**config.mk**
```make
export PLATFORM = sky130hd
export DESIGN_NAME = tapid_axis
export DESIGN_NICKNAME = d
export VERILOG_FILES = /design/src/tapid_pkg.sv /design/src/tapid_axis.sv
export SDC_FILE = /design/constraint.sdc
export NUM_CORES = 2
export LEC_CHECK = 0
export ABC_AREA = 1
export ABC_CLOCK_PERIOD_IN_PS = 8600
export BUFFER_PORTS_ARGS = -buffer_cell sky130_fd_sc_hd__buf_2
export CORE_MARGIN = 2
export CORE_UTILIZATION = 45
export CTS_CLUSTER_DIAMETER = 200
export DETAILED_ROUTE_END_ITERATION = 10
export SETUP_SLACK_MARGIN = 0.5
export SYNTH_ARGS = -nofsm -noshare
export SYNTH_HDL_FRONTEND = slang
export SYNTH_SLANG_ARGS = --single-unit
```
**constraint.sdc**
```tcl
create_clock -name clock -period 8.6 [get_ports clock]
set_clock_uncertainty 0.15 [all_clocks]
set_input_delay 0 -clock clock [delete_from_list [all_inputs] [get_ports clock]]
set_output_delay 0 -clock clock [all_outputs]
set_load 0.05 [all_outputs]
```
**src/tapid_pkg.sv**
```systemverilog
// ----------------------------------------------------------------------------
// tapid_pkg: shared types, constants and functions
// Widths, fixed-point constants, pulse-to-angle map and output saturation for
// the three-axis attitude PID controller.
// ----------------------------------------------------------------------------
package tapid_pkg;

   localparam int NUM_AXES = 3;
   localparam int AX_ROLL  = 0;
   localparam int AX_PITCH = 1;
   localparam int AX_YAW   = 2;

   // field widths
   localparam int PULSE_W = 12;
   localparam int ANGLE_W = 15;
   localparam int DRIVE_W = 16;
   localparam int GAIN_W  = 16;
   localparam int CSR_W   = 3 * GAIN_W;
   localparam int CSR_IDX_W = 2;

   // register indexes
   localparam logic [CSR_IDX_W-1:0] REG_ROLL_GAINS  = 2'd0;
   localparam logic [CSR_IDX_W-1:0] REG_PITCH_GAINS = 2'd1;
   localparam logic [CSR_IDX_W-1:0] REG_YAW_GAINS   = 2'd2;

   // fixed point
   localparam int OUTPUT_LIMIT    = 400;
   localparam int ANGLE_FRAC_BITS = 6;
   localparam int GAIN_FRAC_BITS  = 8;
   localparam int LIMIT           = OUTPUT_LIMIT * (1 << ANGLE_FRAC_BITS);

   // pulse map: deg = trunc((pulse - 1000) * 3 / 50) - 30
   localparam int PULSE_ZERO  = 1000;
   localparam int DEG_OFFSET  = 30;
   localparam int MAP_SHIFT   = 20;
   localparam int MAP_RECIP   = 20972;         // ceil(2^20 / 50)
   localparam int MAG3_W      = PULSE_W + 2;
   localparam int MAP_PROD_W  = MAG3_W + 15;
   localparam int DEG_W       = 9;

   // error path
   localparam int DELTA_W = ANGLE_W + 1;
   localparam int ERR_W   = 22;
   localparam int DIFF_W  = ERR_W + 1;
   localparam int INTEG_W = 16;

   // products and sums
   localparam int PROD_W    = GAIN_W + 1 + ERR_W;
   localparam int DPROD_W   = GAIN_W + 1 + DIFF_W;
   localparam int PD_SUM_W  = DPROD_W + 1;
   localparam int PD_W      = PD_SUM_W - GAIN_FRAC_BITS;
   localparam int SAT_W     = PD_SUM_W;

   typedef logic signed [ERR_W-1:0]   err_type;
   typedef logic signed [PD_W-1:0]    pd_type;
   typedef logic signed [INTEG_W-1:0] integ_type;

   typedef struct packed {
      logic load_err;
      logic load_prod;
      logic load_out;
   } lane_ctl_type;

   function automatic logic signed [DEG_W-1:0] map_deg(input logic [PULSE_W-1:0] pulse);
      logic signed [PULSE_W:0]   delta_us;
      logic [PULSE_W-1:0]        mag;
      logic [MAG3_W-1:0]         scaled;
      logic [MAP_PROD_W-1:0]     prod;
      logic [DEG_W-2:0]          quo;
      logic signed [DEG_W-1:0]   sq;
      delta_us = $signed({1'b0, pulse}) - $signed((PULSE_W+1)'(PULSE_ZERO));
      mag      = delta_us[PULSE_W] ? PULSE_W'(-delta_us) : delta_us[PULSE_W-1:0];
      scaled   = {2'b00, mag} + {1'b0, mag, 1'b0};
      prod     = MAP_PROD_W'(scaled) * MAP_PROD_W'(MAP_RECIP);
      quo      = prod[MAP_SHIFT +: DEG_W-1];
      // truncate toward zero: divide the magnitude, then restore the sign
      sq       = delta_us[PULSE_W] ? -$signed({1'b0, quo}) : $signed({1'b0, quo});
      return sq - $signed(DEG_W'(DEG_OFFSET));
   endfunction

   function automatic logic signed [INTEG_W-1:0] saturate(input logic signed [SAT_W-1:0] v);
      logic signed [SAT_W-1:0] lim;
      lim = SAT_W'(LIMIT);
      if (v > lim) begin
         return INTEG_W'(LIMIT);
      end else if (v < -lim) begin
         return INTEG_W'(-LIMIT);
      end
      return INTEG_W'(v);
   endfunction

endpackage

```
**src/tapid_axis.sv**
```systemverilog
// ----------------------------------------------------------------------------
// tapid_axis: one PID lane
// Registers the error and its change, forms the three gain products, then
// advances the clamped integrator and the combined P plus D term.
// ----------------------------------------------------------------------------
module tapid_axis (
   input  logic                            clock,
   input  logic                            reset,
   input  tapid_pkg::lane_ctl_type         ctl,
   input  logic [tapid_pkg::CSR_W-1:0]     gains,
   input  tapid_pkg::err_type              err,
   output tapid_pkg::pd_type               pd,
   output tapid_pkg::integ_type            integ
);

   logic [tapid_pkg::GAIN_W-1:0]            kp;
   logic [tapid_pkg::GAIN_W-1:0]            ki;
   logic [tapid_pkg::GAIN_W-1:0]            kd;
   tapid_pkg::err_type                      err_ff;
   tapid_pkg::err_type                      last_err_in;
   tapid_pkg::err_type                      last_err_ff;
   logic signed [tapid_pkg::DIFF_W-1:0]     diff_in;
   logic signed [tapid_pkg::DIFF_W-1:0]     diff_ff;
   logic signed [tapid_pkg::PROD_W-1:0]     kpe_in;
   logic signed [tapid_pkg::PROD_W-1:0]     kpe_ff;
   logic signed [tapid_pkg::PROD_W-1:0]     kie_in;
   logic signed [tapid_pkg::PROD_W-1:0]     kie_ff;
   logic signed [tapid_pkg::DPROD_W-1:0]    kdd_in;
   logic signed [tapid_pkg::DPROD_W-1:0]    kdd_ff;
   logic signed [tapid_pkg::PD_SUM_W-1:0]   pd_sum;
   tapid_pkg::pd_type                       pd_in;
   tapid_pkg::pd_type                       pd_ff;
   tapid_pkg::integ_type                    integ_in;
   tapid_pkg::integ_type                    integ_ff;

   assign kp = gains[0 +: tapid_pkg::GAIN_W];
   assign ki = gains[tapid_pkg::GAIN_W +: tapid_pkg::GAIN_W];
   assign kd = gains[2*tapid_pkg::GAIN_W +: tapid_pkg::GAIN_W];

   always_comb begin
      diff_in     = tapid_pkg::DIFF_W'(err) - tapid_pkg::DIFF_W'(last_err_ff);
      last_err_in = ctl.load_err ? err : last_err_ff;
      kpe_in = tapid_pkg::PROD_W'($signed({1'b0, kp})) * tapid_pkg::PROD_W'(err_ff);
      kie_in = tapid_pkg::PROD_W'($signed({1'b0, ki})) * tapid_pkg::PROD_W'(err_ff);
      kdd_in = tapid_pkg::DPROD_W'($signed({1'b0, kd})) * tapid_pkg::DPROD_W'(diff_ff);
      // floor division by the gain scale is an arithmetic shift of the exact value
      integ_in = tapid_pkg::saturate(tapid_pkg::SAT_W'(integ_ff)
                    + tapid_pkg::SAT_W'(kie_ff >>> tapid_pkg::GAIN_FRAC_BITS));
      pd_sum   = tapid_pkg::PD_SUM_W'(kpe_ff) + tapid_pkg::PD_SUM_W'(kdd_ff);
      pd_in    = tapid_pkg::PD_W'(pd_sum >>> tapid_pkg::GAIN_FRAC_BITS);
   end

   always_ff @(posedge clock) begin
      if (reset) begin
         last_err_ff <= '0;
         integ_ff    <= '0;
      end else begin
         last_err_ff <= last_err_in;
         if (ctl.load_out) begin
            integ_ff <= integ_in;
         end
      end
   end

   always_ff @(posedge clock) begin
      if (ctl.load_err) begin
         err_ff  <= err;
         diff_ff <= diff_in;
      end
      if (ctl.load_prod) begin
         kpe_ff <= kpe_in;
         kie_ff <= kie_in;
         kdd_ff <= kdd_in;
      end
      if (ctl.load_out) begin
         pd_ff <= pd_in;
      end
   end

   // integrator holds the value of the word last loaded into the last stage
   assign pd    = pd_ff;
   assign integ = integ_ff;

   a_integ_range: assert property (@(posedge clock) disable iff (reset)
      (integ_ff <= tapid_pkg::INTEG_W'(tapid_pkg::LIMIT))
      && (integ_ff >= tapid_pkg::INTEG_W'(-tapid_pkg::LIMIT)))
      else $error("integrator outside limit");

   a_hist_hold: assert property (@(posedge clock) disable iff (reset)
      !ctl.load_err |=> $stable(last_err_ff))
      else $error("error history changed without a word");

   a_integ_hold: assert property (@(posedge clock) disable iff (reset)
      !ctl.load_out |=> $stable(integ_ff))
      else $error("integrator changed without a word");

endmodule

```
==> results.md <==
- Maximum capacitance violations: 0
- Worst-margin pin slew: 1220 ps
- WHS: 28.4 ps
- Die X: 348 microns
- Final Max Slew Viols: 0
- Initial Util: 0.452
- Mean post-synth cell area: 8.05 sq um
- Slowest stage delay, CP: 850 ps
- Crit-path slowest cell: edfxtp_1
- Resized Gates After CTS: 0
- H-tree levels: 1
- Clock period minus worst slack: 7560 ps
- Layout cells sized above 1: 0.0406
- Vias in the first global route: 42000
- Clock transition at path regs: 60 ps
- Die area: 0.121 sq mm
- DRC Markers: 0
- Largest net degree at the start of global routing: 59
- Flops & latches, synth: 226
- Num CTS Buffers: 31
- Fill count: 11600
- CP endpoint kind: flip-flop
- HP Class: in2reg
- GPL Wtd Cong: 0.959
- WP buf/inv: 4
- Crit start category: flip-flop
- GRT busiest layer: met2
- Crit Path Class: reg2reg
- Post-CTS Setup Bufs: 0
- Yosys cell types: 47
- Post-route ant nets: 0
- TNS Setup: 0 ps
- Skew-Pair Late Insertion Delay: 630 ps
- DR vias: 40400
- Nets: 8139
- Endpoints failing setup: 0
- Yosys warns: 0
- DR vias/cell: 4.93
- Mapped Area: 0.0531 sq mm
- Top cell type's share of synthesized area: 0.400
- Die height: 348 microns
- Area delta synth->final: 6.61%
- Finished Cell Area: 0.0566 sq mm
- Fmax achieved: 132 MHz
- GR Util met3: 0.0337
- 1st-iter DRT viols: 2928
- Initial antenna violation count: 7
- GRT overflow: 0
- Placement row count: 126
- Status: completed
- Crit path cell chain: nand2_1 > fa_1 > fa_1 > fa_1 > fa_1 > inv_1 > fa_1 > inv_1 > fa_1 > inv_1 > ha_1 > a21oi_1 > o21ai_0 > a21oi_1 > o21ai_0 > a21oi_1 > o21ai_0 > a21oi_1 > inv_1 > a21oi_1 > xnor2_1
- CTS tree: built
- Req. time, crit path: 8820 ps
- Endpoints failing hold: 0
- RSZ-0062 raised after global routing: no
- Core ar.: 0.118 sq mm
- Post-route clock period utilization: 0.880
- Pre-antenna DRT Iters: 6
- Delay-heaviest family, CP: adder cells
- Critical Path Most Common Cell: fa_1
- First-pass GRT wire length: 223000 microns
- HPWL Detailed: 115000 microns
- Max-slew headroom: 0.186
- Avg WL per Cell: 16.6 microns
- Met2 Track Usage GR: 0.368
- Synth top area cells: fa_1 40%, inv_1 14%, nand2_1 11%, edfxtp_1 11%, ha_1 9.0%
- Clock root buffer: clkbuf_16
- Total GRT Usage: 0.233
- CTS Buffer Depth: 3
- CP arrival: 7780 ps
- Total Wirelength: 136000 microns
- DP Area: 0.0552 sq mm
- Cell taking the most area after synthesis: fa_1
- Synth Net Count: 8120
- I/O pins: 124
- Post-Syn Instances: 6601
- Crit Path Max Fanout: 16
- GR Util met1: 0.335
- Sequential share of the synthesized area: 0.121
- IO Port Bufs: 123
- Num Clock Sinks: 226
==> cells in the final DEF, fill, tap and decap left out, types with 14 or more instances in the layout <==
cell,synthesis,routed
xor2_1,105,105
dlygate4sd3_1,0,35
ha_1,383,383
nand4_1,24,24
nand2_1,1614,1614
nand3_1,98,98
inv_1,2034,2034
o21bai_1,18,18
o21a_1,16,16
nand2_2,17,17
buf_4,0,48
edfxtp_1,188,188
fa_1,1061,1061
dfxtp_1,38,38
nor2_1,204,204
xnor2_1,71,71
buf_2,2,122
a21oi_1,254,254
a21o_1,14,14
o21ai_0,113,113
clkbuf_16,0,32
a31oi_1,34,34
nor3_1,19,19
==> cell families (layout without fill, tap and decap cells) <==
group	after synthesis	in the layout	share of synthesized area
buf+inv	2261	2305	0.160
simple gates	2003	2003	0.148
fa+ha+maj	1444	1444	0.490
compound gates	490	490	0.0517
flops	226	226	0.121
xor+xnor	177	177	0.0293
other cells	0	2	0
==> cell type report <==
| type | instances | area, sq um | share of cell area |
|---|---|---|---|
| Sequential cell | 226 | 6410 | 0.113 |
| Tap cell | 1536 | 1920 | 0.0339 |
| Inverter | 2041 | 7660 | 0.135 |
| Multi-Input combinational cell | 4114 | 38200 | 0.675 |
| Antenna cell | 2 | 5.00 | 0.0000884 |
| Clock inverter | 19 | 211 | 0.00373 |
| Clock buffer | 39 | 877 | 0.0155 |
| Timing Repair Buffer | 206 | 1340 | 0.0237 |
==> flip-flops by register name (all words and copies together), names as in the netlist <==
| name | count |
|---|---|
| integ | 16 |
| kpe_ff | 39 |
| diff_ff | 23 |
| err_ff | 22 |
| pd | 33 |
| kdd_ff | 40 |
| kie_ff | 31 |
| last_err_ff | 22 |
==> cells in the mapped netlist, drive strengths merged <==
| master | count |
|---|---|
| and3 | 4 |
| nand3 | 100 |
| nand2 | 1631 |
| o311ai | 2 |
| o221ai | 5 |
| o2111ai | 3 |
| a21o | 14 |
| a31oi | 34 |
| a21boi | 4 |
| ha | 383 |
| inv | 2040 |
| o21a | 16 |
| o31ai | 3 |
| buf | 4 |
| nor2 | 211 |
| xor2 | 106 |
| fa | 1061 |
| nor3 | 20 |
| a221oi | 5 |
| a21oi | 257 |
| xnor2 | 71 |
| a311oi | 1 |
| clkbuf | 216 |
| o21ai | 119 |
| dfxtp | 38 |
| o211ai | 6 |
| o221a | 3 |
| clkinv | 1 |
| edfxtp | 188 |
| nand4 | 24 |
| o21bai | 18 |
| or2 | 2 |
| nand3b | 5 |
| nor4 | 6 |
==> layer usage <==
| metal | routed length, microns | part of all wire | vias up |
|---|---|---|---|
| li1 | - | - | 19000 |
| met3 | 8600 | 0.063 | 181 |
| met2 | 61300 | 0.45 | 1068 |
| met4 | 4280 | 0.031 | 0 |
| met5 | 0 | 0 | - |
| met1 | 61900 | 0.45 | 20100 |
==> per-stage QoR <==
stage	setup slack, ps	util	instances
3_3_place_gp	1510	0.469	8088
3_5_place_dp	1340	0.469	8088
4_1_cts	1310	0.481	8181
6_report	1040	0.482	8183
2_1_floorplan	2520	-	6601
5_1_grt	737	0.481	8181
==> worst register-to-register path: cells and delay by family (launching register included) <==
kind	cells	cell delay [ps]
flops	1	850
buf+inv	4	220
simple gates	1	200
fa+ha+maj	7	3370
compound gates	8	2460
xor+xnor	1	80
==> what timing repair did <==
| item | CTS | global route |
|---|---|---|
| hold buffers | 35 | 0 |
| endpoints found under the setup margin | 0 | 0 |
| hold endpoints to repair | 157 | 0 |
==> worst paths after layout <==
check	startpoint	endpoint	slack (ps)	cells after the start
max	diff_ff[9]	kdd_ff[29]	1040	21
min	err[17]	err_ff[17]	30	2
max reg2reg	diff_ff[9]	kdd_ff[29]	1040	21
min reg2reg	last_err_ff[15]	last_err_ff[15]	310	2
Power is left out: the tool's default activity adds up to more than one toggle a clock period on the data nets, which glitch-free logic cannot reach.
