### src/tapid_pkg.sv
// ----------------------------------------------------------------------------
// tapid_pkg: shared types, constants and functions
// Widths, fixed-point constants, pulse-to-angle map and output saturation for
// the three-axis attitude PID controller.
// ----------------------------------------------------------------------------
package tapid_pkg;

   localparam int NUM_AXES = 3;
   localparam int AX_ROLL  = 0;
   localparam int AX_PITCH = 1;
   localparam int AX_YAW   = 2;

   // field widths
   localparam int PULSE_W = 12;
   localparam int ANGLE_W = 15;
   localparam int DRIVE_W = 16;
   localparam int GAIN_W  = 16;
   localparam int CSR_W   = 3 * GAIN_W;
   localparam int CSR_IDX_W = 2;

   // register indexes
   localparam logic [CSR_IDX_W-1:0] REG_ROLL_GAINS  = 2'd0;
   localparam logic [CSR_IDX_W-1:0] REG_PITCH_GAINS = 2'd1;
   localparam logic [CSR_IDX_W-1:0] REG_YAW_GAINS   = 2'd2;

   // fixed point
   localparam int OUTPUT_LIMIT    = 400;
   localparam int ANGLE_FRAC_BITS = 6;
   localparam int GAIN_FRAC_BITS  = 8;
   localparam int LIMIT           = OUTPUT_LIMIT * (1 << ANGLE_FRAC_BITS);

   // pulse map: deg = trunc((pulse - 1000) * 3 / 50) - 30
   localparam int PULSE_ZERO  = 1000;
   localparam int DEG_OFFSET  = 30;
   localparam int MAP_SHIFT   = 20;
   localparam int MAP_RECIP   = 20972;         // ceil(2^20 / 50)
   localparam int MAG3_W      = PULSE_W + 2;
   localparam int MAP_PROD_W  = MAG3_W + 15;
   localparam int DEG_W       = 9;

   // error path
   localparam int DELTA_W = ANGLE_W + 1;
   localparam int ERR_W   = 22;
   localparam int DIFF_W  = ERR_W + 1;
   localparam int INTEG_W = 16;

   // products and sums
   localparam int PROD_W    = GAIN_W + 1 + ERR_W;
   localparam int DPROD_W   = GAIN_W + 1 + DIFF_W;
   localparam int PD_SUM_W  = DPROD_W + 1;
   localparam int PD_W      = PD_SUM_W - GAIN_FRAC_BITS;
   localparam int SAT_W     = PD_SUM_W;

   typedef logic signed [ERR_W-1:0]   err_type;
   typedef logic signed [PD_W-1:0]    pd_type;
   typedef logic signed [INTEG_W-1:0] integ_type;

   typedef struct packed {
      logic load_err;
      logic load_prod;
      logic load_out;
   } lane_ctl_type;

   function automatic logic signed [DEG_W-1:0] map_deg(input logic [PULSE_W-1:0] pulse);
      logic signed [PULSE_W:0]   delta_us;
      logic [PULSE_W-1:0]        mag;
      logic [MAG3_W-1:0]         scaled;
      logic [MAP_PROD_W-1:0]     prod;
      logic [DEG_W-2:0]          quo;
      logic signed [DEG_W-1:0]   sq;
      delta_us = $signed({1'b0, pulse}) - $signed((PULSE_W+1)'(PULSE_ZERO));
      mag      = delta_us[PULSE_W] ? PULSE_W'(-delta_us) : delta_us[PULSE_W-1:0];
      scaled   = {2'b00, mag} + {1'b0, mag, 1'b0};
      prod     = MAP_PROD_W'(scaled) * MAP_PROD_W'(MAP_RECIP);
      quo      = prod[MAP_SHIFT +: DEG_W-1];
      // truncate toward zero: divide the magnitude, then restore the sign
      sq       = delta_us[PULSE_W] ? -$signed({1'b0, quo}) : $signed({1'b0, quo});
      return sq - $signed(DEG_W'(DEG_OFFSET));
   endfunction

   function automatic logic signed [INTEG_W-1:0] saturate(input logic signed [SAT_W-1:0] v);
      logic signed [SAT_W-1:0] lim;
      lim = SAT_W'(LIMIT);
      if (v > lim) begin
         return INTEG_W'(LIMIT);
      end else if (v < -lim) begin
         return INTEG_W'(-LIMIT);
      end
      return INTEG_W'(v);
   endfunction

endpackage

### src/tapid_front.sv
// ----------------------------------------------------------------------------
// tapid_front: stick mapping and error formation
// Maps the three pulses to degrees in three lanes, registers them with the
// measured angles, and forms the per-axis error from the registered values.
// ----------------------------------------------------------------------------
module tapid_front (
   input  logic                                  clock,
   input  logic                                  reset,
   input  logic                                  load,
   input  logic [tapid_pkg::PULSE_W-1:0]         roll_pulse,
   input  logic [tapid_pkg::PULSE_W-1:0]         pitch_pulse,
   input  logic [tapid_pkg::PULSE_W-1:0]         yaw_pulse,
   input  logic signed [tapid_pkg::ANGLE_W-1:0]  roll_angle,
   input  logic signed [tapid_pkg::ANGLE_W-1:0]  pitch_angle,
   input  logic signed [tapid_pkg::ANGLE_W-1:0]  yaw_angle,
   output tapid_pkg::err_type                    err [tapid_pkg::NUM_AXES]
);

   logic [tapid_pkg::PULSE_W-1:0]          pulse [tapid_pkg::NUM_AXES];
   logic signed [tapid_pkg::DEG_W-1:0]     deg_in [tapid_pkg::NUM_AXES];
   logic signed [tapid_pkg::DEG_W-1:0]     deg_ff [tapid_pkg::NUM_AXES];
   logic signed [tapid_pkg::ANGLE_W-1:0]   roll_angle_ff;
   logic signed [tapid_pkg::ANGLE_W-1:0]   pitch_angle_ff;
   logic signed [tapid_pkg::DELTA_W-1:0]   yaw_delta_in;
   logic signed [tapid_pkg::DELTA_W-1:0]   yaw_delta_ff;
   logic signed [tapid_pkg::ANGLE_W-1:0]   last_yaw_in;
   logic signed [tapid_pkg::ANGLE_W-1:0]   last_yaw_ff;
   tapid_pkg::err_type                     yaw_d;
   tapid_pkg::err_type                     yaw_rate;
   tapid_pkg::err_type                     yaw_stick;

   assign pulse[tapid_pkg::AX_ROLL]  = roll_pulse;
   assign pulse[tapid_pkg::AX_PITCH] = pitch_pulse;
   assign pulse[tapid_pkg::AX_YAW]   = yaw_pulse;

   always_comb begin
      for (int i = 0; i < tapid_pkg::NUM_AXES; i++) begin
         deg_in[i] = tapid_pkg::map_deg(pulse[i]);
      end
      yaw_delta_in = tapid_pkg::DELTA_W'(last_yaw_ff) - tapid_pkg::DELTA_W'(yaw_angle);
      last_yaw_in  = load ? yaw_angle : last_yaw_ff;
   end

   always_ff @(posedge clock) begin
      if (reset) begin
         last_yaw_ff <= '0;
      end else begin
         last_yaw_ff <= last_yaw_in;
      end
   end

   always_ff @(posedge clock) begin
      if (load) begin
         deg_ff         <= deg_in;
         roll_angle_ff  <= roll_angle;
         pitch_angle_ff <= pitch_angle;
         yaw_delta_ff   <= yaw_delta_in;
      end
   end

   // yaw: stick angle is negated; a neutral stick selects 50x the heading change
   always_comb begin
      yaw_d     = tapid_pkg::ERR_W'(yaw_delta_ff);
      yaw_rate  = (yaw_d <<< 5) + (yaw_d <<< 4) + (yaw_d <<< 1);
      yaw_stick = tapid_pkg::ERR_W'(deg_ff[tapid_pkg::AX_YAW]) <<< tapid_pkg::ANGLE_FRAC_BITS;
      err[tapid_pkg::AX_ROLL] = tapid_pkg::ERR_W'(roll_angle_ff)
         - (tapid_pkg::ERR_W'(deg_ff[tapid_pkg::AX_ROLL]) <<< tapid_pkg::ANGLE_FRAC_BITS);
      err[tapid_pkg::AX_PITCH] = tapid_pkg::ERR_W'(pitch_angle_ff)
         - (tapid_pkg::ERR_W'(deg_ff[tapid_pkg::AX_PITCH]) <<< tapid_pkg::ANGLE_FRAC_BITS);
      if (deg_ff[tapid_pkg::AX_YAW] == '0) begin
         err[tapid_pkg::AX_YAW] = yaw_rate;
      end else begin
         err[tapid_pkg::AX_YAW] = -yaw_stick;
      end
   end

endmodule

### config.mk
export PLATFORM = sky130hd
export DESIGN_NAME = tapid_front
export DESIGN_NICKNAME = d
export VERILOG_FILES = /design/src/tapid_pkg.sv /design/src/tapid_front.sv
export SDC_FILE = /design/constraint.sdc
export NUM_CORES = 1
export LEC_CHECK = 0
export BUFFER_PORTS_ARGS = -buffer_cell sky130_fd_sc_hd__clkbuf_2
export CAP_MARGIN = 10
export CORE_MARGIN = 2
export CORE_UTILIZATION = 64
export CTS_BUF_LIST = sky130_fd_sc_hd__clkbuf_4 sky130_fd_sc_hd__clkbuf_8 sky130_fd_sc_hd__clkbuf_16
export CTS_CLUSTER_DIAMETER = 80
export DETAILED_ROUTE_END_ITERATION = 10
export PLACE_DENSITY = 0.84
export RECOVER_POWER = 100
export SLEW_MARGIN = 20
export SYNTH_ARGS = -nofsm -noshare
export SYNTH_HDL_FRONTEND = slang
export SYNTH_SLANG_ARGS = --single-unit
### constraint.sdc
create_clock -name clock -period 11.6 [get_ports clock]
set_input_delay 0.58 -clock clock [delete_from_list [all_inputs] [get_ports clock]]
set_output_delay 0.58 -clock clock [all_outputs]
set_load 0.05 [all_outputs]
==> results of run 1 <==
## registers in the layout, summed over array words and instances, names as in the netlist
register and cells:
roll_angle_ff 15, last_yaw_ff 15, deg_ff 27, pitch_angle_ff 15, yaw_delta_ff 16
## routing by layer
layer | wire (µm) | share of wire, % | vias up | GRT usage [%]
li1 | - | - | 7533 | -
met1 | 18600 | 44 | 7251 | 33.8
met2 | 21300 | 50 | 336 | 49.2
met3 | 1470 | 3.5 | 77 | 2.55
met4 | 1100 | 2.6 | 0 | 8.23
met5 | 0 | 0 | - | 0
## how the worst min path moves through the flow
stage	start	endpoint	slack, ps	cells after the start
floorplan	last_yaw_ff[0]$_SDFFE_PP0P_	last_yaw_ff[0]$_SDFFE_PP0P_	460	2
global placement	last_yaw_ff[0]$_SDFFE_PP0P_	last_yaw_ff[0]$_SDFFE_PP0P_	480	2
detailed placement	last_yaw_ff[9]$_SDFFE_PP0P_	last_yaw_ff[9]$_SDFFE_PP0P_	490	2
CTS	roll_angle[9]	roll_angle_ff[9]$_DFFE_PP_	390	1
global route	roll_angle[9]	roll_angle_ff[9]$_DFFE_PP_	400	1
finish	roll_angle[3]	roll_angle_ff[3]$_DFFE_PP_	400	1
## cells in the mapped netlist, types with 5 or more instances
cell type	count
a211oi_1	11
a21boi_0	14
a21o_1	47
a21oi_1	82
a31oi_1	7
and2_1	20
and3_1	15
buf_4	25
clkbuf_1	18
dfxtp_1	15
edfxtp_1	73
fa_1	189
ha_1	388
inv_1	524
mux2i_1	24
nand2_1	66
nand2b_1	14
nand3_1	27
nand4_1	16
nor2_1	128
nor2b_1	22
nor3_1	41
nor3b_1	8
nor4_1	6
o2111ai_1	6
o211ai_1	9
o21a_1	14
o21ai_0	67
o21bai_1	7
o311ai_0	5
o31ai_1	5
o32ai_1	5
or2_2	8
or3_1	19
xnor2_1	124
xor2_1	59
## worst max-delay path, delay by kind of cell
family	cells	cell delay, ps
compound gates	17	3980
fa+ha+maj	8	3140
simple gates	7	1590
buf+inv	8	770
xor+xnor	3	720
## logic make-up after synthesis
logic type                 share of synthesized area [%]
adders and majority gates                           43.5
buffers and inverters                               11.4
and+or+nand+nor                                     10.5
AOI/OAI and AO/OA                                   12.1
xor gates and xnor gates                            8.46
DFF                                                 12.6
muxes                                               1.44
other                                             0.0189
## layout make-up
type / instances / area [µm²]
Inverter: 524 / 1970
Antenna cell: 2 / 5.00
Fill cell: 2437 / 9620
Tap cell: 396 / 495
Multi-Input combinational cell: 1549 / 15100
Sequential cell: 88 / 2490
Clock inverter: 7 / 43.8
Timing Repair Buffer: 153 / 681
Clock buffer: 9 / 225
## per-stage QoR
stage | setup WS [ps] | utilization, % | instances | hold WS, ps | cell area, µm²
after floorplan | 1710 | - | 2209 | 460 | 19800
after global placement | 1160 | 68.1 | 2710 | 475 | 20800
after detailed placement | 609 | 68.1 | 2710 | 490 | 20800
after CTS | 929 | 69.0 | 2726 | 393 | 21100
after global routing | 56.0 | 68.6 | 2728 | 398 | 21000
final | 896 | 68.6 | 2728 | 401 | 21000
==> impl_metrics.env, run 1 <==
export IMPL_synth_distinct_cells=91
export IMPL_synthFlopType="edfxtp_1"
export IMPL_place_hpwl_mm=37.1
export IMPL_reg2reg_to="yaw_delta_ff[14]$_DFFE_PP_"
export IMPL_finalClockSkew_ps=9.21
export IMPL_regToRegStartpoint="last_yaw_ff[0]$_SDFFE_PP0P_"
export IMPL_r2r_cells=14
export IMPL_failed_checks="capacitance limit, slew limit"
export IMPL_clkLatencyLatePin_ps=350
export IMPL_wl_per_cell_um=15.6
export IMPL_synth_warnings=0
export IMPL_drc=0
export IMPL_die_h_um=180
export IMPL_drt_iter0_drc=714
export IMPL_rsz0062_at_grt="false"
export IMPL_ios=150
export IMPL_grt_max_degree=53
export IMPL_ant_nets=0
export IMPL_synth_area_leaders="ha_1, fa_1, edfxtp_1"
export IMPL_synth_seq_area_share_pct=12.6
export IMPL_drt_pass1_iter_count=5
export IMPL_syn2layout_area_growth_pct=5.68
export IMPL_die_area_mm2=0.0324
export IMPL_setup_viol=0
export IMPL_grt_pass1_vias=16000
export IMPL_crit_required_ps=11690
export IMPL_arrival_ps=10800
export IMPL_cpPeakStageDelay_ps=600
export IMPL_cts_setup_buffers=0
export IMPL_min_path_type="input port to flip-flop"
export IMPL_syn_avg_cell_area_um2=8.98
export IMPL_routed_via_density=5.57
export IMPL_synth_edf_count=73
export IMPL_layout_commonest_cell="inv_1"
export IMPL_place_congestion=0.916
export IMPL_cts_tree="built"
export IMPL_ctsHoldBuffers=0
export IMPL_final_min_clock_period_ps=10700
export IMPL_grt_total_usage_pct=27.0
export IMPL_async_flop_share_pct=0
export IMPL_die_w_um=180
export IMPL_coreArea_mm2=0.0306
export IMPL_wl_mm=42.5
export IMPL_grt_pass1_wl_mm=73.4
export IMPL_slowest_stage="or3_1"
export IMPL_drive_above_1_share_pct=5.71
export IMPL_path_class="input port to flip-flop"
export IMPL_fin_crit_sh_pct=92.3
export IMPL_num_nets_final=2986
export IMPL_fin_tns_setup_ps=0
export IMPL_cts_buffer_depth=2
export IMPL_cp_max_fo=14
export IMPL_hold_violations=0
export IMPL_ctsResizeCount=0
export IMPL_grt_antenna_before_repair=2
export IMPL_max_freq_mhz=93.4
export IMPL_clock_sinks=88
export IMPL_rrSetupSlack_ps=8200
export IMPL_syn_area_mm2=0.0198
export IMPL_h_tree_depth=3
export IMPL_syn_inst=2209
export IMPL_cts_buffers_inserted=9
export IMPL_cap_viol_max_count=2
export IMPL_cp_startpoint="yaw_pulse[3]"
export IMPL_synth_seq_cells=88
export IMPL_drv_slew=91
export IMPL_cts_root_buf="clkbuf_16"
export IMPL_max_slew_margin_rel_pct=-91.5
export IMPL_worst_pin_slew_ps=2870
export IMPL_endpoint_kind="flip-flop"
export IMPL_status="complete, but fails checks"
export IMPL_start_util_pct=64.9
export IMPL_yosys_area_top_type="ha_1"
export IMPL_synth_fp_nets=2870
export IMPL_startpoint_type="input port"
export IMPL_vias=15200
export IMPL_io_buffers=148
export IMPL_crit_top_cell="inv_1"
export IMPL_clkTransAtPathRegs_ps=70
export IMPL_final_cell_mix="inv_1, ha_1, fa_1"
export IMPL_cp_endpoint="deg_ff[7]$_DFFE_PP_"
export IMPL_yosys_area_top_type_share_pct=24.5
export IMPL_grt_overflow=0
export IMPL_rows=64
Power of run 1 is not shown: default switching activity piles up to over one toggle a cycle in this logic, so the estimate is an artifact.
==> inputs of run 2 (changes only) <==
==> config.mk (replaced) <==
export PLATFORM = sky130hd
export DESIGN_NAME = tapid_front
export DESIGN_NICKNAME = d
export VERILOG_FILES = /design/src/tapid_pkg.sv /design/src/tapid_front.sv
export SDC_FILE = /design/constraint.sdc
export NUM_CORES = 1
export LEC_CHECK = 0
export BUFFER_PORTS_ARGS = -buffer_cell sky130_fd_sc_hd__clkbuf_2
export CAP_MARGIN = 20
export CORE_MARGIN = 2
export CORE_UTILIZATION = 64
export CTS_CLUSTER_DIAMETER = 80
export DETAILED_ROUTE_END_ITERATION = 10
export PLACE_DENSITY = 0.84
export RECOVER_POWER = 100
export SYNTH_ARGS = -nofsm -noshare
export SYNTH_HDL_FRONTEND = slang
export SYNTH_SLANG_ARGS = --single-unit
==> impl_metrics.env, run 2 (same netlist as run 1, synthesis figures left out) <==
export IMPL_die_area_mm2=0.0324
export IMPL_slowest_stage="or3_1"
export IMPL_n_fill_cell=2438
export IMPL_startpoint_type="input port"
export IMPL_ctsHoldBuffers=0
export IMPL_num_nets_final=2987
export IMPL_routed_via_density=5.58
export IMPL_clkLatencyLatePin_ps=350
export IMPL_crit_top_cell="inv_1"
export IMPL_fin_tns_setup_ps=0
export IMPL_reg_top3="deg_ff x27, yaw_delta_ff x16"
export IMPL_die_w_um=180
export IMPL_cts_buffers_inserted=9
export IMPL_start_util_pct=64.9
export IMPL_max_slew_margin_rel_pct=-92.1
export IMPL_cts_root_buf="clkbuf_16"
export IMPL_crit_required_ps=11690
export IMPL_rsz0062_at_grt="false"
export IMPL_max_freq_mhz=93.6
export IMPL_clkTransAtPathRegs_ps=70
export IMPL_post_dp_cell_area_mm2=0.0208
export IMPL_ios=150
export IMPL_cpPeakStageDelay_ps=590
export IMPL_ant_nets=0
export IMPL_rows=64
export IMPL_status="complete, but fails checks"
export IMPL_stdcell_area_mm2=0.0210
export IMPL_drc=0
export IMPL_largest_reg_flops=27
export IMPL_grt_max_degree=53
export IMPL_grt_total_usage_pct=27.0
export IMPL_wl_mm=42.5
export IMPL_worst_pin_slew_ps=2880
export IMPL_final_min_clock_period_ps=10680
export IMPL_vias=15200
export IMPL_ctsResizeCount=0
export IMPL_wl_per_cell_um=15.6
export IMPL_h_tree_depth=3
export IMPL_setup_viol=0
export IMPL_io_buffers=148
export IMPL_die_h_um=180
export IMPL_grt_antenna_before_repair=2
export IMPL_clock_sinks=88
export IMPL_grt_pass1_vias=16000
export IMPL_min_path_type="input port to flip-flop"
export IMPL_syn2layout_area_growth_pct=5.72
export IMPL_failed_checks="capacitance limit, slew limit"
export IMPL_cap_viol_max_count=2
export IMPL_cts_buffer_depth=2
export IMPL_place_hpwl_mm=37.1
export IMPL_endpoint_kind="flip-flop"
export IMPL_cts_tree="built"
export IMPL_drt_pass1_iter_count=7
export IMPL_finalClockSkew_ps=9.15
export IMPL_final_cell_mix="inv_1, ha_1, fa_1"
export IMPL_whs_ps=401
export IMPL_arrival_ps=10780
export IMPL_drt_iter0_drc=670
export IMPL_grt_pass1_wl_mm=73.4
export IMPL_layout_commonest_cell="inv_1"
export IMPL_drive_above_1_share_pct=5.75
export IMPL_hold_violations=0
export IMPL_coreArea_mm2=0.0306
export IMPL_place_congestion=0.916
export IMPL_grt_overflow=0
export IMPL_top_register="deg_ff"
export IMPL_cp_max_fo=14
export IMPL_drv_slew=91
export IMPL_path_class="input port to flip-flop"
export IMPL_fin_crit_sh_pct=92.1
export IMPL_cts_setup_buffers=0
==> run 2: cell count changes in the layout (fill, tap and decap cells not counted) <==
cell / before / now
buf_4: 4 / 5
==> run 2: worst paths after layout <==
check	slack, ps	cells after the start	from	to
worst min register to register	500	2	last_yaw_ff[3]$_SDFFE_PP0P_	last_yaw_ff[3]$_SDFFE_PP0P_
worst max register to register	8200	14	last_yaw_ff[0]$_SDFFE_PP0P_	yaw_delta_ff[14]$_DFFE_PP_
worst max-delay path	920	43	yaw_pulse[3]	deg_ff[7]$_DFFE_PP_
worst min-delay path	400	1	roll_angle[3]	roll_angle_ff[3]$_DFFE_PP_
==> run 2: final cells by class <==
| cell class | count | area [µm²] | share of cell area (%) |
|---|---|---|---|
| flip-flops and latches | 88 | 2490 | 11.9 |
| clock buffers | 9 | 225 | 1.07 |
| inverters | 524 | 1970 | 9.38 |
| clock inverters | 7 | 43.8 | 0.209 |
| well taps | 396 | 495 | 2.36 |
| multi-input cells | 1549 | 15100 | 71.8 |
| repair buffers | 154 | 688 | 3.28 |
| diodes | 2 | 5.00 | 0.0239 |
==> run 2: worst max-delay path, delay by kind of cell <==
| kind | cells | cell delay (ps) |
|---|---|---|
| AOI/OAI and AO/OA | 17 | 3980 |
| xor gates and xnor gates | 3 | 720 |
| buffers and inverters | 8 | 760 |
| and+or+nand+nor | 7 | 1580 |
| adders and majority gates | 8 | 3140 |
==> run 2: layer usage <==
| metal | global-route usage, % | wire length, µm | part of all wire [%] |
|---|---|---|---|
| met2 | 49.2 | 21400 | 50 |
| met4 | 8.23 | 1080 | 2.5 |
| met1 | 33.8 | 18600 | 44 |
| met5 | 0 | 0 | 0 |
| met3 | 2.55 | 1460 | 3.4 |
==> run 2: stage by stage <==
step,utilization (%),instances,setup slack [ps]
after floorplan,-,2209,1710
after global placement,68.1,2710,1160
after detailed placement,68.1,2710,609
after CTS,69.0,2726,929
after global routing,68.6,2729,56.0
final,68.6,2729,915
Power of run 2 is left out for the same reason.
